## config.mk

```make
export PLATFORM = sky130hd
export DESIGN_NAME = bpa_scan
export DESIGN_NICKNAME = d
export VERILOG_FILES = /design/src/hdl/bpa_pkg.sv /design/src/hdl/bpa_scan.sv
export SDC_FILE = /design/constraint.sdc
export NUM_CORES = 1
export LEC_CHECK = 0
export BUFFER_PORTS_ARGS = -buffer_cell sky130_fd_sc_hd__clkbuf_2
export CORE_ASPECT_RATIO = 0.7
export CORE_MARGIN = 8
export CORE_UTILIZATION = 48
export CTS_CLUSTER_DIAMETER = 50
export DETAILED_ROUTE_END_ITERATION = 12
export GPL_ROUTABILITY_DRIVEN = 0
export PLACE_DENSITY = 0.82
export SYNTH_ARGS = -nofsm -noshare
export SYNTH_HDL_FRONTEND = slang
export SYNTH_SLANG_ARGS = --single-unit
```

## constraint.sdc

```tcl
create_clock -name clk -period 7.2 [get_ports clk]
set_clock_uncertainty 0.1 [all_clocks]
set_input_delay 0.72 -clock clk [delete_from_list [all_inputs] [get_ports clk]]
set_output_delay 0.72 -clock clk [all_outputs]
set_load 0.005 [all_outputs]
```

## src/hdl/bpa_pkg.sv

```systemverilog
`timescale 1ns / 1ps
package bpa_pkg;

  localparam int MAX_ORDER     = 10;
  localparam int TABLE_ENTRIES = 4096;
  localparam int PAGE_BITS     = 32;
  localparam int ZONES         = 3;
  localparam int AW            = $clog2(TABLE_ENTRIES);
  localparam int ORDER_W       = $clog2(MAX_ORDER + 1);

  typedef enum logic [1:0] {
    MODE_ADD   = 2'd0,
    MODE_ALLOC = 2'd1,
    MODE_REL   = 2'd2,
    MODE_BAD   = 2'd3
  } mode_t;

  typedef enum logic [1:0] {
    STS_OK       = 2'd0,
    STS_NOMEM    = 2'd1,
    STS_NOTFOUND = 2'd2,
    STS_BAD      = 2'd3
  } status_t;

  // one block table entry
  typedef struct packed {
    logic                 valid;
    logic                 used;
    logic [1:0]           zone;
    logic [ORDER_W-1:0]   order;
    logic [PAGE_BITS-1:0] base;
  } entry_t;

  localparam int ENTRY_W = $bits(entry_t);

  // what a table sweep looks for
  typedef struct packed {
    logic [AW-1:0]        cur_idx;
    entry_t               cur;
    logic [1:0]           zone;
    logic [ORDER_W-1:0]   ord;
    logic [PAGE_BITS-1:0] page;
  } scan_key_t;

  // what a table sweep found
  typedef struct packed {
    logic                 sp_f;
    logic [AW-1:0]        sp_idx;
    logic [AW:0]          sp_cnt;
    logic                 pk_f;
    logic [AW-1:0]        pk_idx;
    logic [ORDER_W-1:0]   pk_order;
    logic [PAGE_BITS-1:0] pk_base;
    logic                 sc_f;
    logic [AW-1:0]        sc_idx;
    logic [PAGE_BITS-1:0] sc_base;
    logic                 pr_f;
    logic [AW-1:0]        pr_idx;
    logic [PAGE_BITS-1:0] pr_base;
    logic                 hit_f;
    logic [AW-1:0]        hit_idx;
    logic [1:0]           hit_zone;
    logic [ORDER_W-1:0]   hit_order;
  } scan_res_t;

endpackage

```

## src/hdl/bpa_scan.sv

```systemverilog
`timescale 1ns / 1ps
module bpa_scan import bpa_pkg::*; (
  input  logic          clk,
  input  logic          rst_n,
  input  logic          start,
  input  scan_key_t     key,
  output logic          rd_en,
  output logic [AW-1:0] rd_addr,
  input  entry_t        rd_data,
  output logic          done,
  output scan_res_t     res
);

  logic [AW:0]   cnt_r;
  logic          run_r;
  logic          chk_v_r;
  logic [AW-1:0] chk_idx_r;
  scan_res_t     res_r;
  scan_res_t     res_nxt;
  logic          issue;
  logic          in_list;
  logic [PAGE_BITS+AW-1:0] kj, kc;

  assign issue   = run_r && (cnt_r < (AW+1)'(TABLE_ENTRIES));
  assign rd_en   = issue;
  assign rd_addr = cnt_r[AW-1:0];
  assign done    = run_r && !issue && !chk_v_r;
  assign res     = res_r;

  // fold one entry into the running results
  always_comb begin
    res_nxt = res_r;
    kj      = {rd_data.base, chk_idx_r};
    kc      = {key.cur.base, key.cur_idx};
    in_list = rd_data.valid && !rd_data.used && rd_data.zone == key.cur.zone &&
              rd_data.order == key.cur.order;
    // empty slots
    if (!rd_data.valid) begin
      res_nxt.sp_cnt = res_r.sp_cnt + 1'b1;
      if (!res_r.sp_f) begin
        res_nxt.sp_f   = 1'b1;
        res_nxt.sp_idx = chk_idx_r;
      end
    end
    // neighbors of the current block in its free list
    if (in_list && kj > kc && (!res_r.sc_f || kj < {res_r.sc_base, res_r.sc_idx})) begin
      res_nxt.sc_f    = 1'b1;
      res_nxt.sc_idx  = chk_idx_r;
      res_nxt.sc_base = rd_data.base;
    end
    if (in_list && kj < kc && (!res_r.pr_f || kj > {res_r.pr_base, res_r.pr_idx})) begin
      res_nxt.pr_f    = 1'b1;
      res_nxt.pr_idx  = chk_idx_r;
      res_nxt.pr_base = rd_data.base;
    end
    // smallest sufficient order, then lowest base, then lowest index
    if (rd_data.valid && !rd_data.used && rd_data.zone == key.zone &&
        rd_data.order >= key.ord &&
        (!res_r.pk_f || {rd_data.order, rd_data.base, chk_idx_r} <
                        {res_r.pk_order, res_r.pk_base, res_r.pk_idx})) begin
      res_nxt.pk_f     = 1'b1;
      res_nxt.pk_idx   = chk_idx_r;
      res_nxt.pk_order = rd_data.order;
      res_nxt.pk_base  = rd_data.base;
    end
    // first allocated block at the release base
    if (rd_data.valid && rd_data.used && rd_data.base == key.page && !res_r.hit_f) begin
      res_nxt.hit_f     = 1'b1;
      res_nxt.hit_idx   = chk_idx_r;
      res_nxt.hit_zone  = rd_data.zone;
      res_nxt.hit_order = rd_data.order;
    end
  end

  // address counter and check stage
  always_ff @(posedge clk) begin
    if (!rst_n) begin
      run_r   <= 1'b0;
      chk_v_r <= 1'b0;
      cnt_r   <= '0;
    end else if (start) begin
      run_r   <= 1'b1;
      chk_v_r <= 1'b0;
      cnt_r   <= '0;
      res_r   <= '0;
    end else begin
      chk_v_r   <= issue;
      chk_idx_r <= cnt_r[AW-1:0];
      if (issue) cnt_r <= cnt_r + 1'b1;
      if (chk_v_r) res_r <= res_nxt;
      if (done) run_r <= 1'b0;
    end
  end

endmodule

```

* After elaboration in Yosys (flattened, before gate mapping)
Index checks and enable logic that the tools add are counted.
** Storage, ports and cells
- Input bits :: 133
- Output and inout port bits :: 198
- Bits in read-only memories :: 0
- Latch bits :: 0
- Memories kept :: 0
- Memory bits (writable) :: 0
- Logic and storage cells :: 87
- Flip-flop bits (word level) :: 211
** Operators by class
- $mul :: 0
- Multiplexer cells :: 9
- Divide/modulo/power cells :: 0
- Shift operators :: 0
- Reductions and logical operators :: 40
- Eq/ne operators :: 6
- $add $sub $neg :: 2
- Bitwise operators :: 2
- $lt $le $gt $ge :: 7
** Operators by type and width (number)
- $mux W184 :: 1
- $mux W45 :: 2
- $gt A44 B44 Y1 :: 2
- $lt A44 B44 Y1 :: 2
- $mux W49 :: 1
- $lt A48 B48 Y1 :: 1
- $eq A32 B32 Y1 :: 1
- $add A13 B1 Y13 const B :: 2
- $mux W26 :: 1
- $mux W19 :: 1
- $logic_and A1 B1 Y1 :: 16
- $reduce_and A3 Y1 :: 5
- $lt A13 B13 Y1 const B :: 1
- $mux W12 :: 1
- $reduce_bool A2 Y1 :: 6
- $logic_not A1 Y1 :: 7
- $eq A2 B2 Y1 :: 2
- $eq A4 B4 Y1 :: 1
- $ge A4 B4 Y1 :: 1
- $ne A2 B2 Y1 const B :: 2
- $reduce_and A4 Y1 :: 1
- $logic_or A1 B1 Y1 :: 3
- $mux W1 :: 2
- $not A1 Y1 :: 2
- 2 further kinds :: 2

* Logic depth before layout (Yosys ltp)
Gate-level depths: netlist of run 1.
- Depth in word-level cells :: 8
- Mapped depth :: 9
- Gate-level depth less buffers :: 9

* Worst setup path before layout of run 1
OpenSTA, ideal clock, no wires.
- Path type :: input-to-reg
- From :: input port rd_data[32] in the netlist's numbering
- To :: register res_r, in the netlist res[109], enable pin
- Stages :: 9
- Path slack :: 1216 ps
- Arrival time :: 5360 ps
- Setup time :: 523 ps
- Path through :: inv_1 -> ha_1 -> nand2b_1 -> a21o_1 -> a211oi_1 -> or3_1 -> nor3_1 -> nand2_1 -> o21ai_0
** On the way
- Cells in the longest elaborated chain, start to end :: 5
- Elaborated cells on any way between the ends :: 7
- Classes of those cells :: 2 x order compare; 5 x reduce/logical
** Ends and longest elaborated chain
- start: declaration :: RTL line bpa_scan.sv:9 : input entry_t rd_data,
- $lt A48 B48 Y1 / $ge A4 B4 Y1 (equally long branches) :: RTL line bpa_scan.sv:59, bpa_scan.sv:58
- $logic_or A1 B1 Y1 / $logic_and A1 B1 Y1 (equally long branches) :: RTL line bpa_scan.sv:59, bpa_scan.sv:57
- $logic_and A1 B1 Y1 * :: RTL line bpa_scan.sv:58 : rd_data.order >= key.ord &&
- $reduce_bool A2 Y1 (no source line) *
- $reduce_and A3 Y1 (no source line) *
- end signal: assignment :: RTL line bpa_scan.sv:90 : if (chk_v_r) res_r <= res_nxt;
- end: declaration :: RTL line bpa_scan.sv:18 : scan_res_t res_r;
Mark *: on every way between the ends. The rest lies on a longest branch, timed or not.
A chain may end at the register's enable or synchronous reset.

* Worst setup path in the final report of run 1
- From :: input port rd_data[26] in the netlist's numbering
- To :: register res_r, in the netlist res[78], enable pin
** On the way
- Cells in the longest elaborated chain, start to end :: 5
- Elaborated cells on any way between the ends :: 7
- Classes of those cells :: 2 x order compare; 5 x reduce/logical
** Ends and longest elaborated chain
- $gt A44 B44 Y1 / $lt A44 B44 Y1 (equally long branches) :: RTL line bpa_scan.sv:46 : if (in_list && kj > kc && (!res_r.sc_f || kj < {res_r.sc_base, res_r.sc_idx})) begin
- $logic_and A1 B1 Y1 / $logic_or A1 B1 Y1 (equally long branches) :: RTL line bpa_scan.sv:46
- $logic_and A1 B1 Y1 * :: RTL line bpa_scan.sv:46
- $reduce_bool A2 Y1 (no source line) *
- $reduce_and A3 Y1 (no source line) *
Marks and branches as above.

==> impl_results.html, run 1 <==
<table>
<tr><th>Metric</th><th>Value</th></tr>
<tr><th colspan="2">Status</th></tr>
<tr><td>Outcome</td><td>finished, final reports clean</td></tr>
<tr><th colspan="2">Floorplanning</th></tr>
<tr><td>Area of the placeable core</td><td>25400 um^2</td></tr>
<tr><td>Count of boundary I/O pins</td><td>331</td></tr>
<tr><td>Horizontal extent of the die</td><td>207 um</td></tr>
<tr><td>Total die area</td><td>30900 um^2</td></tr>
<tr><td>Number of core rows</td><td>49</td></tr>
<tr><td>Effective utilization at floorplan</td><td>0.482</td></tr>
<tr><td>Vertical die dimension</td><td>150 um</td></tr>
<tr><th colspan="2">Routing</th></tr>
<tr><td>Top layer reached by signal wires</td><td>met4</td></tr>
<tr><td>Met3 wire len</td><td>3.81 mm</td></tr>
<tr><td>Pre-antenna DRT Iters</td><td>5</td></tr>
<tr><td>Met2 wire length</td><td>17.3 mm</td></tr>
<tr><td>Drt via density</td><td>5.47</td></tr>
<tr><td>Number of routed nets with antenna violations</td><td>0</td></tr>
<tr><td>Via count</td><td>9741</td></tr>
<tr><td>Final wirelength</td><td>37.9 mm</td></tr>
<tr><td>Post-detailed-route DRC marker count</td><td>0</td></tr>
<tr><td>Metal-1 WL</td><td>15.4 mm</td></tr>
<tr><td>Routed wirelength normalized by instance count</td><td>21.3 um</td></tr>
<tr><td>Number of design-rule violations left by the first detailed-router iteration</td><td>677</td></tr>
<tr><th colspan="2">Logic synthesis</th></tr>
<tr><td>Synthesis-stage register bit count</td><td>211</td></tr>
<tr><td>Netlist Area Pre-Place</td><td>12200 um^2</td></tr>
<tr><td>Most frequently used flop master after synthesis</td><td>sky130_fd_sc_hd__edfxtp_1</td></tr>
<tr><td>Mapped Avg Cell Area</td><td>11.2 um^2</td></tr>
<tr><td>Async set-or-reset flop fraction in the synthesized netlist</td><td>0</td></tr>
<tr><td>Number of enable flip-flop cells after synthesis</td><td>196</td></tr>
<tr><td>Synthesized net count</td><td>1405</td></tr>
<tr><td>Portion of the post-synthesis area used by sequential elements</td><td>0.506</td></tr>
<tr><td>Top area cells in the synthesized netlist</td><td>sky130_fd_sc_hd__edfxtp_1 (48%), sky130_fd_sc_hd__ha_1 (19%), sky130_fd_sc_hd__inv_1 (5.7%)</td></tr>
<tr><td>Cell type with the largest total area after synthesis</td><td>sky130_fd_sc_hd__edfxtp_1</td></tr>
<tr><td>Top cell type's share of synthesized area</td><td>0.481</td></tr>
<tr><td>Synthesized netlist cell count</td><td>1088</td></tr>
<tr><td>Warning count from the yosys run</td><td>0</td></tr>
<tr><td>Distinct cell type count after synthesis</td><td>49</td></tr>
<tr><th colspan="2">Clock network</th></tr>
<tr><td>Clock latency of the later-clocked register in the worst-skew pair</td><td>540 ps</td></tr>
<tr><td>Maximum count of clock buffers along a single path</td><td>3</td></tr>
<tr><td>Clock Tree Root</td><td>sky130_fd_sc_hd__clkbuf_16</td></tr>
<tr><td>CTS H-tree lvls</td><td>1</td></tr>
<tr><td>CTS clock-pin slew for the worst setup and hold paths</td><td>60 ps</td></tr>
<tr><td>Number of sinks on the clock net</td><td>211</td></tr>
<tr><td>Total clock buffers created by CTS</td><td>26</td></tr>
<tr><td>TritonCTS clock tree</td><td>done</td></tr>
<tr><td>Post-CTS Setup Repair Bufs</td><td>0</td></tr>
<tr><td>Number of buffers inserted by hold repair at cts</td><td>0</td></tr>
<tr><td>CTS resizes</td><td>0</td></tr>
<tr><th colspan="2">Worst setup path</th></tr>
<tr><td>Path type of the worst setup path</td><td>primary input to flip-flop</td></tr>
<tr><td>Nature of the critical path startpoint</td><td>primary input</td></tr>
<tr><td>Series of cell instances along the critical path</td><td>clkbuf_2 -&gt; ha_1 -&gt; nand4_1 -&gt; nor4_1 -&gt; and3_1 -&gt; o41ai_1 -&gt; nand3_1 -&gt; o211ai_1 -&gt; o21ai_4 -&gt; buf_4</td></tr>
<tr><td>Slowest cell on crit path</td><td>sky130_fd_sc_hd__nor4_1</td></tr>
<tr><td>Capturing element type of the critical path</td><td>flip-flop</td></tr>
<tr><td>Worst-case reg-to-reg path depth</td><td>9</td></tr>
<tr><td>Required time reported for the critical path endpoint</td><td>7280 ps</td></tr>
<tr><td>Worst r2r dst</td><td>res[78]</td></tr>
<tr><td>Crit path max fanout</td><td>24</td></tr>
<tr><td>Capturing element of the worst setup path</td><td>res[78]</td></tr>
<tr><td>Critical register-to-register path startpoint</td><td>chk_idx_r[11]</td></tr>
<tr><td>Launching instance or port of the critical path</td><td>rd_data[26]</td></tr>
<tr><td>Worst stage delay on the critical path</td><td>840 ps</td></tr>
<tr><td>Slack of the worst reg-to-reg path</td><td>3120 ps</td></tr>
<tr><td>Crit-path leading delay family</td><td>simple AND/OR/NAND/NOR gates</td></tr>
<tr><td>Crit path buffers/inverters</td><td>2</td></tr>
<tr><td>Crit path depth</td><td>10</td></tr>
<tr><td>Worst EP arrival</td><td>4440 ps</td></tr>
<tr><th colspan="2">Finish</th></tr>
<tr><td>Most used cells in the layout excluding fill and tap cells</td><td>sky130_fd_sc_hd__clkbuf_2 (328), sky130_fd_sc_hd__edfxtp_1 (196), sky130_fd_sc_hd__inv_1 (187)</td></tr>
<tr><td>Fraction of final layout cells sized beyond drive strength 1</td><td>0.268</td></tr>
<tr><td>Non-Filler Instances</td><td>1782</td></tr>
<tr><td>Growth of design area from synthesis to finish</td><td>23.8%</td></tr>
<tr><td>Most common cell after layout, fill and taps aside</td><td>sky130_fd_sc_hd__clkbuf_2</td></tr>
<tr><td>Final layout net count</td><td>1749</td></tr>
<tr><td>Number of fill cells</td><td>2052</td></tr>
<tr><th colspan="2">STA</th></tr>
<tr><td>Final setup violating endpoints</td><td>0</td></tr>
<tr><td>Tightest Pin Transition</td><td>938 ps</td></tr>
<tr><td>Maximum clock rate</td><td>229 MHz</td></tr>
<tr><td>Setup repair after global routing missed its margin</td><td>false</td></tr>
<tr><td>Setup total negative slack</td><td>0 ps</td></tr>
<tr><td>Worst slew margin</td><td>0.369</td></tr>
<tr><td>Post-route worst setup slack</td><td>2840 ps</td></tr>
<tr><td>Final hold vios</td><td>0</td></tr>
<tr><td>Period utilization</td><td>0.605</td></tr>
<tr><td>Max-slew violation count</td><td>0</td></tr>
<tr><td>Crit path time final</td><td>4360 ps</td></tr>
<tr><td>Post-route worst hold slack</td><td>399 ps</td></tr>
<tr><th colspan="2">Job</th></tr>
<tr><td>Max Cap Violations</td><td>0</td></tr>
<tr><th colspan="2">Global route</th></tr>
<tr><td>Final global-route overflow total</td><td>0</td></tr>
<tr><td>Number of global-route vias before repair</td><td>9997</td></tr>
<tr><td>Overall Global Routing Usage</td><td>0.238</td></tr>
<tr><td>Maximum number of pins on one net before global-route repair</td><td>67</td></tr>
<tr><td>Antenna violations before repair</td><td>1</td></tr>
<tr><td>Wire length of the first global-routing pass</td><td>56.0 mm</td></tr>
<tr><th colspan="2">Placed design</th></tr>
<tr><td>Quantity of I/O buffers inserted on ports</td><td>328</td></tr>
<tr><td>Pre-CTS setup slack</td><td>2180 ps</td></tr>
<tr><td>Half-perimeter wire length after detailed placement</td><td>30.1 mm</td></tr>
<tr><td>Post-Place Cells</td><td>1735</td></tr>
<tr><th colspan="2">Pwr</th></tr>
<tr><td>Cell Pwr Density</td><td>211 nW/um^2</td></tr>
<tr><td>Maximum ir drop on the vdd rail</td><td>0.000167 V</td></tr>
<tr><td>Static Leak</td><td>7.27 nW</td></tr>
<tr><th colspan="2">Worst hold path</th></tr>
<tr><td>Class of the most critical hold timing path</td><td>flip-flop to flip-flop</td></tr>
</table>
==> report_power, final <==
group | total [mW] | switching, mW | internal, mW
registers | 1.45 | 0.0404 | 1.41
clock network | 1.31 | 0.533 | 0.773
logic | 0.444 | 0.263 | 0.181
total | 3.20 | 0.836 | 2.36
==> state kept, by name, summed over array words and instances (netlist names) <==
name       count
cnt_r         13
res          184
chk_v_r        1
run_r          1
chk_idx_r     12
==> cell usage after synthesis, drive strengths merged (2+ instances only) <==
library cell	number
and3	5
nor4	10
nand2	46
inv	187
buf	13
dfxtp	15
o21a	3
nor4b	2
nor2	45
nand4	40
a31oi	3
a221o	4
nor2b	56
clkbuf	7
mux2i	2
a21oi	76
edfxtp	196
o21ai	30
xor2	42
nand3	25
o41ai	3
a21boi	5
a211oi	8
nand2b	5
or2	2
or3	9
nor3	11
xnor2	12
o211ai	5
ha	184
and4	5
a21o	19
==> final cells by class <==
type	instances	area, um^2	area share
Tap cell	331	414	0.0273
Multi-Input combinational cell	670	5260	0.347
Timing Repair Buffer	336	1700	0.112
Inverter	187	702	0.0463
Antenna cell	1	2.50	0.000165
Sequential cell	211	6190	0.408
Clock inverter	14	144	0.00950
Clock buffer	32	736	0.0486
==> per-layer routing <==
layer | vias up | GRT usage
li1 | 4571 | -
met1 | 4658 | 0.297
met2 | 434 | 0.393
met3 | 78 | 0.0649
met4 | 0 | 0.0837
met5 | - | 0
==> per-stage QoR <==
stage	cell area, um^2	utilization	power (mW)
after floorplan	12200	-	1.69
after global placement	14300	0.562	1.89
after detailed placement	14300	0.562	1.91
after CTS	15100	0.597	3.22
after global routing	15100	0.597	3.33
final	15100	0.597	3.20
==> kinds of logic (layout without fill, tap and decap cells) <==
family	after synthesis	count (layout)	share of synthesized area
simple gates	264	264	0.116
flops	211	211	0.506
buf+inv	207	569	0.0672
fa+ha+maj	184	184	0.188
compound gates	166	166	0.0828
xor+xnor	54	54	0.0387
mux	2	2	0.00164
other cells	0	1	0
==> how the worst min path moves through the flow <==
| stage | cells after the start | end | from | slack, ps |
|---|---|---|---|---|
| after global placement | 2 | chk_v_r | run_r | 370 |
| after CTS | 1 | chk_v_r | cnt_r[12] | 390 |
| after global routing | 2 | res[5] | rd_data[37] | 430 |
| final | 1 | chk_v_r | cnt_r[12] | 400 |
| after floorplan | 1 | chk_v_r | cnt_r[12] | 350 |
| after detailed placement | 1 | chk_v_r | cnt_r[12] | 370 |
(Power assumes the default switching activity.)
==> run 2, diff against run 1 <==
PLACE_DENSITY = 0.85   (was 0.82)
clock period = 4 ns   (was 7.2 ns; I/O delays follow)
==> run 2 against run 1 <==
  * Sequential power increased by 80%
  * First-iteration DRC count grew 13%
  * Combinational power increased by 94%
  * Critical endpoint is now res[64]
  * Critical path type is now flip-flop to flip-flop
==> impl_results.html, run 2 (synthesized netlist as in run 1, its figures left out) <==
<table>
<tr><th>Metric</th><th>Value</th></tr>
<tr><th colspan="2">Status</th></tr>
<tr><td>Outcome</td><td>finished, final reports clean</td></tr>
<tr><th colspan="2">Worst setup path</th></tr>
<tr><td>Slack of the worst reg-to-reg path</td><td>480 ps (-2640 ps)</td></tr>
<tr><td>Worst EP arrival</td><td>3640 ps (-800 ps)</td></tr>
<tr><td>Nature of the critical path startpoint</td><td>flip-flop</td></tr>
<tr><td>Worst-case reg-to-reg path depth</td><td>10 (+1)</td></tr>
<tr><td>Worst r2r dst</td><td>res[64]</td></tr>
<tr><td>Capturing element type of the critical path</td><td>flip-flop</td></tr>
<tr><td>Required time reported for the critical path endpoint</td><td>4120 ps (-3160 ps)</td></tr>
<tr><td>Launching instance or port of the critical path</td><td>chk_idx_r[9]</td></tr>
<tr><td>Crit path max fanout</td><td>28 (+17%)</td></tr>
<tr><td>Critical register-to-register path startpoint</td><td>chk_idx_r[9]</td></tr>
<tr><td>Path type of the worst setup path</td><td>flip-flop to flip-flop</td></tr>
<tr><th colspan="2">Routing</th></tr>
<tr><td>Pre-antenna DRT Iters</td><td>5 (unchanged)</td></tr>
<tr><td>Via count</td><td>10.1k (+3.5%)</td></tr>
<tr><td>Post-detailed-route DRC marker count</td><td>0 (unchanged)</td></tr>
<tr><td>Drt via density</td><td>5.52 (+0.95%)</td></tr>
<tr><td>Number of design-rule violations left by the first detailed-router iteration</td><td>765 (+13%)</td></tr>
<tr><td>Number of routed nets with antenna violations</td><td>0 (unchanged)</td></tr>
<tr><td>Routed wirelength normalized by instance count</td><td>21.9 um (+2.7%)</td></tr>
<tr><td>Final wirelength</td><td>39.9 mm (+5.3%)</td></tr>
<tr><th colspan="2">Pwr</th></tr>
<tr><td>Switching component of the power</td><td>1.56 mW (+87%)</td></tr>
<tr><td>Maximum ir drop on the vdd rail</td><td>0.000334 V (+100%)</td></tr>
<tr><td>Cell Pwr Density</td><td>369 nW/um^2 (+75%)</td></tr>
<tr><td>Internal power component</td><td>4.15 mW (+76%)</td></tr>
<tr><td>Part of the total power dissipated in sequential elements</td><td>0.457 (+0.004)</td></tr>
<tr><td>Switching share of power</td><td>0.273 (+0.0119)</td></tr>
<tr><td>Clock network power share</td><td>0.392 (-0.016)</td></tr>
<tr><td>Static Leak</td><td>7.49 nW (+3.0%)</td></tr>
<tr><td>Total power of the final layout</td><td>5.71 mW (+78%)</td></tr>
<tr><td>Part of the power in combinational logic</td><td>0.151 (+0.012)</td></tr>
<tr><th colspan="2">Floorplanning</th></tr>
<tr><td>Number of core rows</td><td>49 (unchanged)</td></tr>
<tr><td>Total die area</td><td>30900 um^2 (unchanged)</td></tr>
<tr><td>Horizontal extent of the die</td><td>207 um (unchanged)</td></tr>
<tr><td>Vertical die dimension</td><td>150 um (unchanged)</td></tr>
<tr><td>Area of the placeable core</td><td>25400 um^2 (unchanged)</td></tr>
<tr><td>Effective utilization at floorplan</td><td>0.482 (unchanged)</td></tr>
<tr><td>Count of boundary I/O pins</td><td>331 (unchanged)</td></tr>
<tr><th colspan="2">Clock network</th></tr>
<tr><td>Number of buffers inserted by hold repair at cts</td><td>0 (unchanged)</td></tr>
<tr><td>CTS clock-pin slew for the worst setup and hold paths</td><td>70 ps (about the same)</td></tr>
<tr><td>Maximum count of clock buffers along a single path</td><td>3 (unchanged)</td></tr>
<tr><td>Clock latency of the later-clocked register in the worst-skew pair</td><td>540 ps (about the same)</td></tr>
<tr><td>CTS H-tree lvls</td><td>1 (unchanged)</td></tr>
<tr><td>Clock Tree Root</td><td>sky130_fd_sc_hd__clkbuf_16</td></tr>
<tr><td>Total clock buffers created by CTS</td><td>25 (-3.8%)</td></tr>
<tr><td>Number of sinks on the clock net</td><td>211 (unchanged)</td></tr>
<tr><td>TritonCTS clock tree</td><td>done</td></tr>
<tr><th colspan="2">STA</th></tr>
<tr><td>Final hold vios</td><td>0 (unchanged)</td></tr>
<tr><td>Final setup violating endpoints</td><td>0 (unchanged)</td></tr>
<tr><td>Max-slew violation count</td><td>0 (unchanged)</td></tr>
<tr><td>Tightest Pin Transition</td><td>933 ps (-5.21 ps)</td></tr>
<tr><td>Period utilization</td><td>0.879</td></tr>
<tr><td>Crit path time final</td><td>3520 ps</td></tr>
<tr><td>Maximum clock rate</td><td>284 MHz</td></tr>
<tr><td>Worst slew margin</td><td>0.372 (+0.00351)</td></tr>
<tr><td>Setup repair after global routing missed its margin</td><td>false</td></tr>
<tr><th colspan="2">Global route</th></tr>
<tr><td>Number of global-route vias before repair</td><td>10.4k (+3.7%)</td></tr>
<tr><td>Antenna violations before repair</td><td>0 (-1)</td></tr>
<tr><td>Final global-route overflow total</td><td>0 (unchanged)</td></tr>
<tr><td>Wire length of the first global-routing pass</td><td>59.2 mm (+5.6%)</td></tr>
<tr><td>Maximum number of pins on one net before global-route repair</td><td>50 (-25%)</td></tr>
<tr><td>Overall Global Routing Usage</td><td>0.250 (+0.0126)</td></tr>
<tr><th colspan="2">Placed design</th></tr>
<tr><td>Quantity of I/O buffers inserted on ports</td><td>328 (unchanged)</td></tr>
<tr><td>Half-perimeter wire length after detailed placement</td><td>32.2 mm (+7.0%)</td></tr>
<tr><td>Cell area reported after detailed placement</td><td>14600 um^2 (+2.6%)</td></tr>
<tr><th colspan="2">Finish</th></tr>
<tr><td>Most used cells in the layout excluding fill and tap cells</td><td>sky130_fd_sc_hd__clkbuf_2 (328), sky130_fd_sc_hd__edfxtp_1 (196), sky130_fd_sc_hd__inv_1 (187)</td></tr>
<tr><td>Final layout net count</td><td>1794 (+2.6%)</td></tr>
<tr><td>Number of flip-flops in the largest register</td><td>184 (unchanged)</td></tr>
<tr><td>Antenna diode count</td><td>0 (-1)</td></tr>
<tr><td>Growth of design area from synthesis to finish</td><td>26.6%</td></tr>
<tr><td>Number of fill cells</td><td>2003 (-2.4%)</td></tr>
<tr><td>Register Area</td><td>6190 um^2 (unchanged)</td></tr>
<tr><td>Fraction of final layout cells sized beyond drive strength 1</td><td>0.289 (+0.0212)</td></tr>
<tr><td>Post-route standard cell area excluding fillers</td><td>15500 um^2 (+2.2%)</td></tr>
<tr><td>Area occupied by multi-input gates</td><td>5260 um^2 (unchanged)</td></tr>
<tr><td>Most common cell after layout, fill and taps aside</td><td>sky130_fd_sc_hd__clkbuf_2</td></tr>
<tr><td>Post-route core utilization</td><td>0.610 (+0.0132)</td></tr>
<tr><th colspan="2">Worst hold path</th></tr>
<tr><td>Number of stages on the worst hold path</td><td>2 (+1)</td></tr>
<tr><td>WHS Endpoint</td><td>run_r</td></tr>
<tr><td>Worst min-delay path startpoint</td><td>rst_n</td></tr>
<tr><td>Class of the most critical hold timing path</td><td>primary input to flip-flop</td></tr>
<tr><th colspan="2">Job</th></tr>
<tr><td>Max Cap Violations</td><td>0 (unchanged)</td></tr>
</table>
## run 2: cell count changes in the layout (fill, tap and decap cells not counted), moves of 2 or more
cell | previous run | this run
sky130_fd_sc_hd__buf_12 | 0 | 5
sky130_fd_sc_hd__clkinv_2 | 3 | 6
sky130_fd_sc_hd__clkinvlp_4 | 3 | 0
sky130_fd_sc_hd__clkbuf_8 | 2 | 0
sky130_fd_sc_hd__clkinv_1 | 1 | 3
sky130_fd_sc_hd__buf_4 | 8 | 49
sky130_fd_sc_hd__clkbuf_16 | 28 | 25
## run 2: final cells by class
class / instances / share of cell area
multi-input cells: 670 / 0.340
clock inverters: 19 / 0.0114
flip-flops and latches: 211 / 0.400
well taps: 331 / 0.0268
inverters: 187 / 0.0453
clock buffers: 27 / 0.0409
repair buffers: 382 / 0.136
## run 2: worst max-delay path by stage
stage	end	slack (ps)	depth (start not counted)
2_1_floorplan	res[19]	1	8
3_5_place_dp	res[41]	-280	10
3_3_place_gp	res[35]	-150	10
4_1_cts	res[74]	450	10
5_1_grt	res[74]	380	10
6_report	res[64]	480	10
## run 2: critical path, stage by stage, from the launching register on
cell	delay, ps
sky130_fd_sc_hd__edfxtp_1	440
sky130_fd_sc_hd__buf_4	180
sky130_fd_sc_hd__ha_1	290
sky130_fd_sc_hd__a21oi_1	160
sky130_fd_sc_hd__o21ai_0	170
sky130_fd_sc_hd__a2111oi_0	500
sky130_fd_sc_hd__o21ai_0	310
sky130_fd_sc_hd__a31oi_1	380
sky130_fd_sc_hd__nor4b_1	170
sky130_fd_sc_hd__o21ai_4	240
sky130_fd_sc_hd__buf_12	240
## run 2: through the flow
stage	setup TNS (ps)	worst slack [ps]	std cells	hold slack, ps
6_report	0	484	1827	92.4
5_1_grt	0	376	1827	93.8
4_1_cts	0	454	1827	65.9
3_5_place_dp	-5980	-282	1777	399
3_3_place_gp	-2330	-147	1777	390
2_1_floorplan	0	1.32	1088	347
## run 2: repair_timing
item	in CTS	in global routing
setup buffers	4	0
setup endpoints to repair	16	0
gates resized for setup	0	0
## run 2: routing by layer
| metal | GRT usage | wire length (um) | vias to the layer above | part of all wire |
|---|---|---|---|---|
| met1 | 0.320 | 15800 | 4803 | 0.39 |
| met4 | 0.0755 | 1180 | 0 | 0.030 |
| met3 | 0.0709 | 4600 | 84 | 0.12 |
| met5 | 0 | 0 | - | 0 |
| li1 | - | - | 4654 | - |
| met2 | 0.409 | 18400 | 541 | 0.46 |
## run 2: power by group through the flow
stage	Sequential (mW)	Combinational, mW	Clock (mW)
floorplan	2.64	0.401	0
global placement	2.65	0.800	0
detailed placement	2.65	0.848	0
CTS	2.61	0.860	2.27
global route	2.62	0.957	2.35
finish	2.61	0.862	2.24
