### src/hdl/bpa_pkg.sv
`timescale 1ns / 1ps
package bpa_pkg;

  localparam int MAX_ORDER     = 10;
  localparam int TABLE_ENTRIES = 4096;
  localparam int PAGE_BITS     = 32;
  localparam int ZONES         = 3;
  localparam int AW            = $clog2(TABLE_ENTRIES);
  localparam int ORDER_W       = $clog2(MAX_ORDER + 1);

  typedef enum logic [1:0] {
    MODE_ADD   = 2'd0,
    MODE_ALLOC = 2'd1,
    MODE_REL   = 2'd2,
    MODE_BAD   = 2'd3
  } mode_t;

  typedef enum logic [1:0] {
    STS_OK       = 2'd0,
    STS_NOMEM    = 2'd1,
    STS_NOTFOUND = 2'd2,
    STS_BAD      = 2'd3
  } status_t;

  // one block table entry
  typedef struct packed {
    logic                 valid;
    logic                 used;
    logic [1:0]           zone;
    logic [ORDER_W-1:0]   order;
    logic [PAGE_BITS-1:0] base;
  } entry_t;

  localparam int ENTRY_W = $bits(entry_t);

  // what a table sweep looks for
  typedef struct packed {
    logic [AW-1:0]        cur_idx;
    entry_t               cur;
    logic [1:0]           zone;
    logic [ORDER_W-1:0]   ord;
    logic [PAGE_BITS-1:0] page;
  } scan_key_t;

  // what a table sweep found
  typedef struct packed {
    logic                 sp_f;
    logic [AW-1:0]        sp_idx;
    logic [AW:0]          sp_cnt;
    logic                 pk_f;
    logic [AW-1:0]        pk_idx;
    logic [ORDER_W-1:0]   pk_order;
    logic [PAGE_BITS-1:0] pk_base;
    logic                 sc_f;
    logic [AW-1:0]        sc_idx;
    logic [PAGE_BITS-1:0] sc_base;
    logic                 pr_f;
    logic [AW-1:0]        pr_idx;
    logic [PAGE_BITS-1:0] pr_base;
    logic                 hit_f;
    logic [AW-1:0]        hit_idx;
    logic [1:0]           hit_zone;
    logic [ORDER_W-1:0]   hit_order;
  } scan_res_t;

endpackage

### src/hdl/bpa_ctrl.sv
`timescale 1ns / 1ps
module bpa_ctrl import bpa_pkg::*; (
  input  logic          clk,
  input  logic          rst_n,
  input  logic          in_tvalid,
  output logic          in_tready,
  input  logic [1:0]    in_mode,
  input  logic [31:0]   in_page,
  input  logic [3:0]    in_order,
  input  logic [1:0]    in_zone,
  output logic          out_tvalid,
  input  logic          out_tready,
  output logic [1:0]    out_status,
  output logic [31:0]   out_page,
  output logic [1:0]    out_served,
  output logic [31:0]   out_free,
  output logic          wr_en,
  output logic [AW-1:0] wr_addr,
  output entry_t        wr_data,
  output logic          scan_go,
  output scan_key_t     key,
  input  logic          scan_done,
  input  scan_res_t     res
);

  typedef enum logic [3:0] {
    ST_CLR, ST_IDLE, ST_WAIT, ST_ADD_W, ST_ZSEL, ST_TAKE, ST_SPLIT, ST_SPLIT_W,
    ST_REL_W, ST_SET, ST_SET_DEC, ST_SET_W2, ST_RET, ST_OUT
  } state_t;

  typedef enum logic [1:0] { RET_ADD, RET_REL, RET_SPLIT } ret_t;

  state_t               state_r, aft_r;
  ret_t                 ret_r;
  logic [AW-1:0]        clr_r;
  logic [1:0]           zi_r, rel_zone_r;
  logic [ORDER_W-1:0]   ord_r, k_r, rel_order_r;
  logic [PAGE_BITS-1:0] page_r, got_r, off_r;
  logic                 fall_r;
  logic [AW-1:0]        cur_idx_r, w2_idx_r;
  entry_t               cur_r, w2_ent_r;
  logic [31:0]          zfree_r [ZONES];
  logic [31:0]          all_free_r;
  logic [1:0]           res_status_r, res_served_r;
  logic [31:0]          res_page_r;
  logic                 out_v_r;
  logic [1:0]           o_status_r, o_served_r;
  logic [31:0]          o_page_r, o_free_r;

  logic                 accept;
  logic [1:0]           zin;
  logic                 take_ok, sm_sc, sm_pr;
  logic [PAGE_BITS:0]   size;
  logic [31:0]          need;
  entry_t               split_ent;

  assign in_tready  = (state_r == ST_IDLE);
  assign accept     = in_tvalid && in_tready;
  assign zin        = (in_zone == 2'd3) ? 2'd2 : in_zone;
  assign out_tvalid = out_v_r;
  assign out_status = o_status_r;
  assign out_page   = o_page_r;
  assign out_served = o_served_r;
  assign out_free   = o_free_r;
  assign key        = '{cur_idx: cur_idx_r, cur: cur_r, zone: zi_r, ord: ord_r, page: page_r};

  // decisions on the sweep results
  always_comb begin
    need    = 32'(1) << ord_r;
    size    = (PAGE_BITS+1)'(1) << cur_r.order;
    take_ok = res.pk_f && !(res.pk_order > ord_r &&
              res.sp_cnt < (AW+1)'(res.pk_order - ord_r));
    sm_sc   = res.sc_f && ({1'b0, cur_r.base} + size == {1'b0, res.sc_base});
    sm_pr   = res.pr_f && ({1'b0, res.pr_base} + size == {1'b0, cur_r.base});
    split_ent = '{valid: 1'b1, used: 1'b0, zone: zi_r, order: k_r - 1'b1,
                  base: got_r + off_r};
  end

  // table write port and sweep start
  always_comb begin
    wr_en   = 1'b0;
    wr_addr = '0;
    wr_data = '0;
    scan_go = 1'b0;
    unique case (state_r)
      ST_CLR: begin
        wr_en   = 1'b1;
        wr_addr = clr_r;
      end
      ST_IDLE: begin
        scan_go = accept && ((mode_t'(in_mode) == MODE_ADD &&
                  in_order <= 4'(MAX_ORDER)) || mode_t'(in_mode) == MODE_REL);
      end
      ST_ADD_W: begin
        wr_en   = res.sp_f;
        wr_addr = res.sp_idx;
        wr_data = '{valid: 1'b1, used: 1'b0, zone: zi_r, order: ord_r, base: page_r};
      end
      ST_ZSEL: begin
        scan_go = fall_r || zfree_r[zi_r] >= need;
      end
      ST_TAKE: begin
        wr_en   = take_ok;
        wr_addr = res.pk_idx;
        wr_data = '{valid: 1'b1, used: 1'b1, zone: zi_r, order: ord_r, base: res.pk_base};
      end
      ST_SPLIT: begin
        scan_go = (k_r > ord_r);
      end
      ST_SPLIT_W: begin
        wr_en   = res.sp_f;
        wr_addr = res.sp_idx;
        wr_data = split_ent;
      end
      ST_REL_W: begin
        wr_en   = res.hit_f;
        wr_addr = res.hit_idx;
        wr_data = '{valid: 1'b1, used: 1'b0, zone: res.hit_zone, order: res.hit_order,
                    base: page_r};
      end
      ST_SET: begin
        scan_go = (cur_r.order < ORDER_W'(MAX_ORDER));
      end
      ST_SET_DEC: begin
        wr_en   = sm_sc || sm_pr;
        wr_addr = sm_sc ? res.sc_idx : cur_idx_r;
      end
      ST_SET_W2: begin
        wr_en   = 1'b1;
        wr_addr = w2_idx_r;
        wr_data = w2_ent_r;
      end
      default: ;
    endcase
  end

  // sequencer
  always_ff @(posedge clk) begin
    if (!rst_n) begin
      state_r    <= ST_CLR;
      clr_r      <= '0;
      out_v_r    <= 1'b0;
      all_free_r <= '0;
      for (int z = 0; z < ZONES; z++) zfree_r[z] <= '0;
    end else begin
      if (out_v_r && out_tready && state_r != ST_OUT) out_v_r <= 1'b0;
      unique case (state_r)
        ST_CLR: begin
          clr_r <= clr_r + 1'b1;
          if (&clr_r) state_r <= ST_IDLE;
        end
        ST_IDLE: begin
          if (accept) begin
            page_r       <= PAGE_BITS'(in_page);
            ord_r        <= ORDER_W'(in_order);
            zi_r         <= zin;
            fall_r       <= 1'b0;
            res_page_r   <= '0;
            res_served_r <= '0;
            cur_idx_r    <= '0;
            cur_r        <= '0;
            res_status_r <= STS_OK;
            if (mode_t'(in_mode) == MODE_BAD ||
                (mode_t'(in_mode) != MODE_REL && in_order > 4'(MAX_ORDER))) begin
              res_status_r <= STS_BAD;
              state_r      <= ST_OUT;
            end else if (mode_t'(in_mode) == MODE_ALLOC) begin
              state_r <= ST_ZSEL;
            end else begin
              aft_r   <= (mode_t'(in_mode) == MODE_ADD) ? ST_ADD_W : ST_REL_W;
              state_r <= ST_WAIT;
            end
          end
        end
        ST_WAIT: begin
          if (scan_done) state_r <= aft_r;
        end
        ST_ADD_W: begin
          if (!res.sp_f) begin
            res_status_r <= STS_BAD;
            state_r      <= ST_OUT;
          end else begin
            cur_idx_r <= res.sp_idx;
            cur_r     <= '{valid: 1'b1, used: 1'b0, zone: zi_r, order: ord_r, base: page_r};
            ret_r     <= RET_ADD;
            state_r   <= ST_SET;
          end
        end
        // fall back through lower zones
        ST_ZSEL: begin
          if (scan_go) begin
            fall_r  <= 1'b1;
            aft_r   <= ST_TAKE;
            state_r <= ST_WAIT;
          end else if (zi_r == 2'd0) begin
            res_status_r <= STS_NOMEM;
            state_r      <= ST_OUT;
          end else begin
            zi_r <= zi_r - 1'b1;
          end
        end
        ST_TAKE: begin
          if (take_ok) begin
            got_r   <= res.pk_base;
            k_r     <= res.pk_order;
            off_r   <= PAGE_BITS'(need);
            state_r <= ST_SPLIT;
          end else if (zi_r == 2'd0) begin
            res_status_r <= STS_NOMEM;
            state_r      <= ST_OUT;
          end else begin
            zi_r    <= zi_r - 1'b1;
            state_r <= ST_ZSEL;
          end
        end
        // hand back the remainder one piece at a time
        ST_SPLIT: begin
          if (scan_go) begin
            aft_r   <= ST_SPLIT_W;
            state_r <= ST_WAIT;
          end else begin
            zfree_r[zi_r] <= zfree_r[zi_r] - need;
            all_free_r    <= all_free_r - need;
            res_page_r    <= got_r;
            res_served_r  <= zi_r;
            state_r       <= ST_OUT;
          end
        end
        ST_SPLIT_W: begin
          if (!res.sp_f) begin
            k_r     <= ord_r;
            state_r <= ST_SPLIT;
          end else begin
            cur_idx_r <= res.sp_idx;
            cur_r     <= split_ent;
            off_r     <= off_r + (PAGE_BITS'(1) << (k_r - 1'b1));
            k_r       <= k_r - 1'b1;
            ret_r     <= RET_SPLIT;
            state_r   <= ST_SET;
          end
        end
        ST_REL_W: begin
          if (!res.hit_f) begin
            res_status_r <= STS_NOTFOUND;
            state_r      <= ST_OUT;
          end else begin
            cur_idx_r   <= res.hit_idx;
            cur_r       <= '{valid: 1'b1, used: 1'b0, zone: res.hit_zone,
                             order: res.hit_order, base: page_r};
            rel_zone_r  <= res.hit_zone;
            rel_order_r <= res.hit_order;
            ret_r       <= RET_REL;
            state_r     <= ST_SET;
          end
        end
        // merge with a buddy until nothing fits
        ST_SET: begin
          if (scan_go) begin
            aft_r   <= ST_SET_DEC;
            state_r <= ST_WAIT;
          end else begin
            state_r <= ST_RET;
          end
        end
        ST_SET_DEC: begin
          if (sm_sc) begin
            cur_r.order <= cur_r.order + 1'b1;
            w2_idx_r    <= cur_idx_r;
            w2_ent_r    <= '{valid: 1'b1, used: 1'b0, zone: cur_r.zone,
                             order: cur_r.order + 1'b1, base: cur_r.base};
            state_r     <= ST_SET_W2;
          end else if (sm_pr) begin
            cur_idx_r   <= res.pr_idx;
            cur_r       <= '{valid: 1'b1, used: 1'b0, zone: cur_r.zone,
                             order: cur_r.order + 1'b1, base: res.pr_base};
            w2_idx_r    <= res.pr_idx;
            w2_ent_r    <= '{valid: 1'b1, used: 1'b0, zone: cur_r.zone,
                             order: cur_r.order + 1'b1, base: res.pr_base};
            state_r     <= ST_SET_W2;
          end else begin
            state_r <= ST_RET;
          end
        end
        ST_SET_W2: begin
          state_r <= ST_SET;
        end
        ST_RET: begin
          unique case (ret_r)
            RET_ADD: begin
              zfree_r[zi_r] <= zfree_r[zi_r] + need;
              all_free_r    <= all_free_r + need;
              state_r       <= ST_OUT;
            end
            RET_REL: begin
              zfree_r[rel_zone_r] <= zfree_r[rel_zone_r] + (32'(1) << rel_order_r);
              all_free_r          <= all_free_r + (32'(1) << rel_order_r);
              res_served_r        <= rel_zone_r;
              state_r             <= ST_OUT;
            end
            default: state_r <= ST_SPLIT;
          endcase
        end
        ST_OUT: begin
          if (!out_v_r || out_tready) begin
            out_v_r    <= 1'b1;
            o_status_r <= res_status_r;
            o_page_r   <= res_page_r;
            o_served_r <= res_served_r;
            o_free_r   <= all_free_r;
            state_r    <= ST_IDLE;
          end
        end
        default: state_r <= ST_IDLE;
      endcase
    end
  end

endmodule

### config.mk
export PLATFORM = sky130hd
export DESIGN_NAME = bpa_ctrl
export DESIGN_NICKNAME = d
export VERILOG_FILES = /design/src/hdl/bpa_pkg.sv /design/src/hdl/bpa_ctrl.sv
export SDC_FILE = /design/constraint.sdc
export NUM_CORES = 1
export LEC_CHECK = 0
export BUFFER_PORTS_ARGS = -buffer_cell sky130_fd_sc_hd__buf_2
export CELL_PAD_IN_SITES_DETAIL_PLACEMENT = 0
export CELL_PAD_IN_SITES_GLOBAL_PLACEMENT = 1
export CORE_MARGIN = 3
export CORE_UTILIZATION = 30
export CTS_CLUSTER_SIZE = 12
export DETAILED_ROUTE_END_ITERATION = 7
export PLACE_DENSITY = 0.55
export SYNTH_ARGS = -nofsm -noshare
export SYNTH_HDL_FRONTEND = slang
export SYNTH_SLANG_ARGS = --single-unit
### constraint.sdc
create_clock -name clk -period 11.3 [get_ports clk]
set_input_delay 0 -clock clk [delete_from_list [all_inputs] [get_ports clk]]
set_output_delay 0 -clock clk [all_outputs]
set_load 0.1 [all_outputs]
== Yosys cells after proc, flatten, opt, wreduce, memory -nomap -nowiden ==
Memory sizes are Yosys's and may differ from the RTL's. A register that Yosys moved wholly into a read port is not among the register bits.
Index checks and enable logic that the tools add are counted.

* Memories: 1
* Memory bits (writable): 96
* Logic and storage cells: 280
* Output and inout port bits: 214
* Bits in registers: 374

* Muxes and demuxes: 112
* Add/sub/neg operators: 15
* Shifts and indexed selects: 4
* Bitwise gates (word level): 2
* Eq/ne operators: 47
* Order comparisons: 7
* Reduce and logical (&&, ||, !) cells: 60

{| class="wikitable"
|+ Memory list
! memory !! depth !! width !! rd ports !! clocked after Yosys merged registers in !! wr ports !! line !! text
|-
| zfree_r || 3 || 32 || 2 || 2 || 3 || bpa_ctrl.sv:42 || <nowiki>logic [31:0] zfree_r [ZONES];</nowiki>
|}

{| class="wikitable"
|+ Operators by type and width
! operator !! number
|-
| 40-bit case mux with 5 select lines || 2
|-
| 32-bit 2-to-1 mux || 9
|-
| 32-bit case mux with 2 select lines || 4
|-
| 40-bit 2-to-1 mux || 5
|-
| 32-bit adder || 6
|-
| 4-bit 2-to-1 mux || 25
|-
| 1-bit by 4-bit left shift with 32-bit output (first input constant) || 3
|-
| 12-bit 2-to-1 mux || 7
|-
| 38-bit 2-to-1 mux || 2
|-
| 12-bit case mux with 6 select lines || 1
|-
| 32-bit by 33-bit adder with 33-bit output || 2
|-
| 33-bit by 32-bit == test with 1-bit output || 2
|-
| 32-bit OR reduction || 2
|-
| 32-bit subtractor || 2
|-
| 4-bit case mux with 14 select lines || 1
|-
| 12-bit case mux with 4 select lines || 1
|-
| 2-bit 2-to-1 mux || 22
|-
| 2-bit != test (second input constant) || 21
|-
| 1-bit by 4-bit left shift with 33-bit output (first input constant) || 1
|-
| 32-bit greater-or-equal comparator || 1
|-
| 7-bit AND reduction || 4
|-
| 4-bit == test (second input constant) || 6
|-
| 3-bit AND reduction || 7
|-
| 1-bit 2-to-1 mux || 20
|-
| other kinds (42) || 91
|}

== Longest topological paths before layout ==
Gate-level depths: netlist of run 1.

* Depth after elaboration: 13
* Gate-level depth with buffers: 23
* Depth with buffers taken out: 19

== Least setup slack after synthesis of run 1 ==
Ideal clock, no wire load.

* Path type: flip-flop to flip-flop
* Start: register cur_r (netlist bit key[72])
* End: register w2_ent_r[0] (netlist name), enable pin
* Buffers on the path: 5
* Required time: 10.767 ns
* Setup slack: 2.416 ns
* Setup time: 0.533 ns
* Stages on the path, launching flop included: 18
* Arrival time: 8.351 ns
* Clock period less this slack: 8.884 ns
* Path through: edfxtp_1 > buf_4 > buf_6 > buf_4 > buf_2 > inv_1 > ha_1 > buf_2 > or4b_1 > a311oi_1 > a211oi_1 > o21ai_1 > a31oi_1 > or3_1 > a221o_1 > a21oi_1 > nand4b_1 > a211oi_1

* Cells in the longest elaborated chain, start to end: 6
* Elaborated cells between the ends (all ways): 9
* Those cells by class: 2 x add/sub; 2 x eq/ne; 1 x shift; 4 x reduce/logical

{| class="wikitable"
|+ RTL lines
! what !! line !! text
|-
| from (decl) || bpa_ctrl.sv:41 || <nowiki>entry_t cur_r, w2_ent_r;</nowiki>
|-
| from (signal assigned) || bpa_ctrl.sv:184 || <nowiki>cur_r <= '{valid: 1'b1, used: 1'b0, zone: zi_r, order: ord_r, base: page_r};</nowiki>
|-
| from (signal assigned) || bpa_ctrl.sv:235 || <nowiki>cur_r <= split_ent;</nowiki>
|-
| from (signal assigned) || bpa_ctrl.sv:248 || <nowiki>cur_r <= '{valid: 1'b1, used: 1'b0, zone: res.hit_zone,</nowiki>
|-
| 1-bit by 4-bit left shift with 33-bit output * || bpa_ctrl.sv:70 || <nowiki>size = (PAGE_BITS+1)'(1) << cur_r.order;</nowiki>
|-
| 32-bit by 33-bit adder with 33-bit output (on tied branches) || bpa_ctrl.sv:73, bpa_ctrl.sv:74 ||
|-
| 33-bit by 32-bit == test with 1-bit output (on tied branches) || bpa_ctrl.sv:73, bpa_ctrl.sv:74 ||
|-
| 1-bit logical AND (on tied branches) || bpa_ctrl.sv:73, bpa_ctrl.sv:74 ||
|-
| 2-bit nonzero test (no source line) * || - ||
|-
| 3-bit AND reduction (no source line) * || - ||
|-
| to (signal assigned) || bpa_ctrl.sv:269 || <nowiki>w2_ent_r <= '{valid: 1'b1, used: 1'b0, zone: cur_r.zone,</nowiki>
|-
| to (signal assigned) || bpa_ctrl.sv:277 || <nowiki>w2_ent_r <= '{valid: 1'b1, used: 1'b0, zone: cur_r.zone,</nowiki>
|-
| to (decl) || bpa_ctrl.sv:41 ||
|}

Every way passes the cells marked *; elsewhere a longest branch is shown, timed or not.
A chain may end at the register's enable or synchronous reset.

== Worst setup path after layout of run 1 ==
* Start: register cur_r (netlist bit key[72])
* End: output wr_en

* Cells in the longest elaborated chain, start to end: 6
* Elaborated cells between the ends (all ways): 9
* Those cells by class: 2 x add/sub; 2 x eq/ne; 1 x shift; 1 x mux; 3 x reduce/logical

{| class="wikitable"
|+ RTL lines
! what !! line !! text
|-
| 1-bit by 4-bit left shift with 33-bit output * || bpa_ctrl.sv:70 ||
|-
| 32-bit by 33-bit adder with 33-bit output (on tied branches) || bpa_ctrl.sv:73, bpa_ctrl.sv:74 ||
|-
| 33-bit by 32-bit == test with 1-bit output (on tied branches) || bpa_ctrl.sv:73, bpa_ctrl.sv:74 ||
|-
| 1-bit logical AND (on tied branches) || bpa_ctrl.sv:73, bpa_ctrl.sv:74 ||
|-
| 1-bit logical OR * || bpa_ctrl.sv:125 || <nowiki>wr_en = sm_sc || sm_pr;</nowiki>
|-
| 1-bit case mux with 5 select lines * || bpa_ctrl.sv:85 || <nowiki>unique case (state_r)</nowiki>
|-
| to (decl) || bpa_ctrl.sv:17 || <nowiki>output logic wr_en,</nowiki>
|}

Marks and branches as above.

==> metrics.md, run 1 <==
| Metric | Value |
|---|---|
| Iter 0 DRT Violations | `2601` |
| Register area | `14600 um2` |
| Row cnt | `124` |
| Hold slack | `0.0428 ns` |
| Worst-margin pin slew | `1.17 ns` |
| I/O pins | `443` |
| Post-synthesis register bit count | `505` |
| Vias in the first global route | `30.0k` |
| Slew margin rel. | `0.214` |
| Sink Count | `505` |
| Core box area | `115000 um2` |
| Worst hold path type | `in -> reg` |
| Total power | `4.46 mW` |
| Crit path arrival time | `6.73 ns` |
| Endpoints failing hold | `0` |
| Req. time, crit path | `11.30 ns` |
| Max-slew violation count | `0` |
| Largest area contributor in the netlist | `edfxtp_1` |
| Minimum clock period | `6.73 ns` |
| Yosys warnings | `0` |
| Setup WS pre-CTS | `4.92 ns` |
| Average routed wire per standard cell | `25.1 um` |
| Root buffer cell | `clkbuf_16` |
| Synth Instances | `3556` |
| Layout cells sized above 1 | `0.184` |
| Fin Setup TNS | `0 ns` |
| Post-route DRC | `0` |
| Peak supply drop | `0.110 mV` |
| Avg Cell Area, Syn | `9.85 um2` |
| Dpl hpwl | `106000 um` |
| CTS tree | `done` |
| WS Path Type | `reg -> out` |
| Ys flop type | `edfxtp_1` |
| WL final | `141000 um` |
| Fin nets | `4479` |
| Area contributors post-synth | `edfxtp_1 39%, ha_1 6.2%, xnor2_1 4.3%` |
| Cell Pwr Density | `105 nW/um2` |
| H-tree depth | `2` |
| Synth async-reset ratio | `0` |
| Synth top area share | `0.388` |
| CP max FO | `60` |
| Area of the multi-input gates | `19100 um2` |
| Fmax | `0.149 GHz` |
| Total GRT Usage | `0.226` |
| Status | `finished clean` |
| Clk slew on worst S/H paths | `0.06 ns` |
| Post-synthesis sequential area ratio | `0.418` |
| Startpoint Class | `flop` |
| Post-CTS Setup Inserts | `0` |
| Final setup fails | `0` |
| Die Ht | `348 um` |
| # hold bufs at CTS | `149` |
| Die ar. | `121000 um2` |
| EDFF count, synth | `452` |
| First-pass GRT wire length | `205000 um` |
| Die width | `348 um` |
| Initial antenna violation count | `3` |
| Leak pwr | `16.9 nW` |
| Starting Density | `0.304` |
| Final instance area | `42500 um2` |
| Pin count of the biggest net entering global routing | `64` |
| Setup Skew | `0.0282 ns` |
| GR Overflow Total | `0` |
| Post_cts resized | `0` |
| Drt pass-1 iters | `6` |
| Maxcap violations | `0` |
| Area Growth Syn to Fin | `21.2%` |
| Clock Latency Late Sink | `0.68 ns` |
| Port bufs | `441` |
| Top post-synthesis cells by count | `452 x edfxtp_1, 358 x nor2_1, 305 x nand2_1, 224 x a21oi_1, 178 x o21ai_0` |
| Synth Cell Area | `35000 um2` |
| Clk buf depth | `3` |
| DP Area | `38800 um2` |
| RSZ-0062 raised after global routing | `no` |
| Fin crit share | `0.596` |
| TritonCTS buffer count | `60` |
| Worst setup margin | `4.57 ns` |
| Vias | `30.5k` |
| Syn_nets | `3965` |
| Top-count cell post-synth | `edfxtp_1` |
| Critical Path Sink Type | `primary output` |
| Via/cell ratio | `5.42` |
| Distinct cell type count after synthesis | `103` |
| Fill cell total of the finished layout | `11.7k` |
| Remaining antenna violation count after routing | `0` |
| Routability cong. | `0.916` |
| ANT cells | `0` |
==> cells by family after synthesis <==
kind of cell    share of synthesized area
buf+inv                            0.0415
simple gates                        0.165
mux                                0.0644
xor+xnor                           0.0631
compound gates                      0.181
fa+ha+maj                          0.0664
flops                               0.418
other cells                      0.000107
==> cell usage in the layout (no fill, tap or decap), drive strengths merged, types with 67 or more instances in the layout <==
master       instances
buf                495
edfxtp             452
nor2               359
nand2              305
a21oi              224
o21ai              186
ha                 173
xnor2              170
inv                163
dlygate4sd3        149
nand3               91
a21o                87
clkbuf              81
xor2                77
nor3                74
and2                67
==> per-stage QoR <==
stage	utilization	instances
after floorplan	-	3556
after global placement	0.337	5371
after detailed placement	0.337	5371
after CTS	0.369	5634
after global routing	0.369	5634
final	0.369	5634
==> critical path, stage by stage (launching register included) <==
cell	delay, ns
edfxtp_1	0.36
buf_4	0.27
inv_1	0.13
ha_1	0.82
nand2b_1	0.31
and4b_1	0.26
a221oi_1	0.32
o21ai_1	0.18
a31o_2	0.30
mux2i_1	0.15
or4_1	0.52
nor4b_1	0.39
and4_4	0.46
buf_4	0.67
nor2_2	0.15
o21ai_1	0.16
buf_2	0.48
==> worst paths after layout <==
check / to / slack (ns) / cells past startpoint / startpoint
max reg2reg: w2_idx_r[11]$_DFFE_PP_ / 4.88 / 14 / key[72]$_SDFFCE_PN0P_
min: page_r[28]$_DFFE_PP_ / 0.04 / 2 / in_page[28]
max: wr_en / 4.57 / 16 / key[72]$_SDFFCE_PN0P_
min reg2reg: out_page[0]$_DFFE_PP_ / 0.39 / 0 / res_page_r[0]$_SDFFCE_PN0P_
==> where the power goes <==
group | switching [mW] | internal (mW) | leakage (nW)
Sequential | 0.00971 | 2.04 | 4.51
Clock | 0.845 | 1.25 | 1.04
Combinational | 0.177 | 0.137 | 11.3
Total | 1.03 | 3.42 | 16.9
==> layer usage <==
| layer | share of wire | track usage | wire, um | vias to the layer above |
|---|---|---|---|---|
| met4 | 0.031 | 0.0680 | 4310 | 2 |
| met5 | 0.000092 | 0 | 13 | - |
| met1 | 0.43 | 0.298 | 61200 | 15000 |
| met3 | 0.057 | 0.0280 | 8100 | 159 |
| li1 | - | - | - | 14300 |
| met2 | 0.48 | 0.385 | 67600 | 1034 |
==> flip-flops by register name, indices dropped and copies added (netlist names), 12 cells and up, named ones only <==
signal,count
w2_idx_r,12
all_free_r,32
got_r,32
out_free,32
zfree_r,128
off_r,32
key,39
out_page,32
cur_idx_r,12
page_r,32
w2_ent_r,38
clr_r,12
res_page_r,32
==> cell type report <==
type | instances | share of cell area
Sequential cell | 505 | 0.345
Timing Repair Buffer | 644 | 0.0967
Inverter | 164 | 0.0145
Clock buffer | 81 | 0.0404
Clock inverter | 33 | 0.00976
Tap cell | 1512 | 0.0446
Multi-Input combinational cell | 2695 | 0.449
No activity file was read; power rests on OpenSTA's default activity.
==> inputs of run 2 (changes only) <==
clock period = 6.2 ns   (was 11.3 ns; I/O delays follow)
==> metrics.md, run 2 (synthesis results as in run 1) <==
| Metric | Value |
|---|---|
| Vias in the first global route | `30.2k (+0.85%)` |
| Cell Pwr Density | `193 nW/um2 (+84%)` |
| H-tree depth | `3 (+1)` |
| Hold path start | `in_page[24]` |
| FF-to-FF End | `key[44]$_SDFFCE_PN0P_` |
| Average routed wire per standard cell | `26.0 um (+3.8%)` |
| Remaining antenna violation count after routing | `0 (unchanged)` |
| Fill cell total of the finished layout | `11.8k (+0.48%)` |
| Starting Density | `0.304 (unchanged)` |
| Setup slack, reg-to-reg | `0.73 ns (-4.15 ns)` |
| Commonest non-fill, non-tap cells in the layout | `452 x edfxtp_1, 439 x buf_2, 353 x nor2_1, 304 x nand2_1, 222 x a21oi_1` |
| Setup WS pre-CTS | `0.529 ns (-4.39 ns)` |
| Post-CTS Setup Inserts | `0 (unchanged)` |
| CP max FO | `39 (-35%)` |
| I/O pins | `443 (unchanged)` |
| First-pass GRT wire length | `214000 um (+4.0%)` |
| Endpoints failing hold | `0 (unchanged)` |
| Critical Path Sink Type | `primary output` |
| Drt pass-1 iters | `7 (+1)` |
| Clk buf depth | `3 (unchanged)` |
| Setup Skew | `0.0382 ns (+0.00996 ns)` |
| Worst setup margin | `0.337 ns (-4.23 ns)` |
| Initial antenna violation count | `8 (+5)` |
| Req. time, crit path | `6.20 ns (-5.10 ns)` |
| Vias | `31.0k (+1.6%)` |
| WL final | `147000 um (+4.4%)` |
| Status | `finished clean` |
| Worst r2r path cells | `15 (+1)` |
| Row cnt | `124 (unchanged)` |
| Final setup fails | `0 (unchanged)` |
| Layout cells sized above 1 | `0.195 (+0.0108)` |
| Total GRT Usage | `0.237 (+0.0114)` |
| Hold EP | `page_r[24]$_DFFE_PP_` |
| Minimum clock period | `5.86 ns` |
| Leak pwr | `17.1 nW (+1.3%)` |
| Worst hold path type | `in -> reg` |
| CTS tree | `done` |
| Max reg flops | `128 (unchanged)` |
| Die Ht | `348 um (unchanged)` |
| Fin crit share | `0.946` |
| Crit path arrival time | `5.86 ns (-0.87 ns)` |
| Die width | `348 um (unchanged)` |
| Fin nets | `4511 (+0.71%)` |
| Fmax | `0.171 GHz` |
| Hold slack | `0.0735 ns (+0.0307 ns)` |
| Worst-margin pin slew | `0.991 ns (-0.177 ns)` |
| Fin Setup TNS | `0 ns (unchanged)` |
| Clk slew on worst S/H paths | `0.06 ns (about the same)` |
| Setup crit start | `key[71]$_SDFFCE_PN0P_` |
| Via/cell ratio | `5.47 (+0.95%)` |
| WS Path Type | `reg -> out` |
| Routability cong. | `0.928 (+1.3%)` |
| Core box area | `115000 um2 (unchanged)` |
| Port bufs | `441 (unchanged)` |
| Dpl hpwl | `115000 um (+8.0%)` |
| Pin count of the biggest net entering global routing | `62 (-3.1%)` |
| Max-slew violation count | `0 (unchanged)` |
| Total power | `8.28 mW (+86%)` |
| RSZ-0062 raised after global routing | `no` |
| Iter 0 DRT Violations | `3028 (+16%)` |
| GR Overflow Total | `0 (unchanged)` |
| Root buffer cell | `clkbuf_16` |
| Commonest non-fill, non-tap cell in the layout | `edfxtp_1` |
| Area Growth Syn to Fin | `22.4%` |
| Die ar. | `121000 um2 (unchanged)` |
| Hold-critical path depth | `2 (unchanged)` |
| Startpoint Class | `flop` |
| Slew margin rel. | `0.322 (+0.108)` |
| Largest register by flop count | `zfree_r` |
| TritonCTS buffer count | `68 (+13%)` |
| Clock Latency Late Sink | `0.64 ns (-0.04 ns)` |
| Post-route DRC | `0 (unchanged)` |
| Maxcap violations | `0 (unchanged)` |
| Sink Count | `505 (unchanged)` |
| Worst r2r src | `key[70]$_SDFFCE_PN0P_` |
| Peak supply drop | `0.168 mV (+53%)` |
[run 2: cell types whose count changed in the layout (fill, tap and decap cells not counted), moves of 3 or more]
cell           previous run  this run
buf_12                    0         5
buf_4                    54        79
bufinv_16                 8         5
clkbuf_1                 12         8
clkbuf_16                64        69
clkbuf_8                  5         9
clkinv_2                 11        16
clkinv_4                  3         0
diode_2                   0         3
dlygate4sd3_1           149       145
inv_6                     1         6
[run 2: critical path, stage by stage (launching register included)]
cell and delay [ns]:
edfxtp_1 0.48, inv_1 0.13, ha_1 0.28, buf_4 0.44, nor2_1 0.15, o211a_1 0.25
a2111oi_2 0.55, a211oi_4 0.13, o21ai_2 0.25, a21oi_1 0.10, or4_1 0.58, nor4b_1 0.42
and4_4 0.48, buf_12 0.26, nor2_1 0.08, a311o_1 0.32, buf_2 0.30
[run 2: power breakdown]
part / leakage (nW) / internal, mW / switching [mW]
combinational: 11.5 / 0.253 / 0.335
sequential: 4.51 / 3.71 / 0.0179
clock: 1.11 / 2.37 / 1.59
total: 17.1 / 6.33 / 1.95
[run 2: metrics by stage]
stage	cells	area, um2	utilization
finish	5670	42900	0.372
global route	5668	42900	0.372
CTS	5667	42800	0.372
detailed placement	5399	39100	0.340
global placement	5399	39100	0.340
floorplan	3556	35100	-
[run 2: worst max-delay path by stage]
stage	cells after the start	to
after detailed placement	14	key[47]$_SDFFCE_PN0P_
after global placement	15	key[47]$_SDFFCE_PN0P_
after global routing	16	wr_addr[7]
after CTS	17	wr_addr[5]
after floorplan	18	w2_ent_r[0]$_DFFE_PP_
final	16	wr_addr[5]
[run 2: metal layers]
layer	part of all wire	wire, um	track usage
met5	0.000088	13	0
met4	0.026	3890	0.0610
met3	0.064	9420	0.0354
met2	0.46	68100	0.384
met1	0.45	66000	0.331
[run 2: repair_timing]
item | CTS | global route
cloned | 0 | 0
endpoints found under the setup margin | 2 | 12
hold endpoints to repair | 186 | 0
resized for setup | 1 | 3
hold buffers | 145 | 0
[run 2: layout make-up]
class	instances	area (um2)	area share
repair buffers	668	4340	0.101
diodes	3	7.51	0.000175
well taps	1512	1890	0.0441
inverters	164	616	0.0144
flip-flops and latches	505	14600	0.342
multi-input cells	2695	19100	0.446
clock inverters	37	357	0.00832
clock buffers	86	1880	0.0439
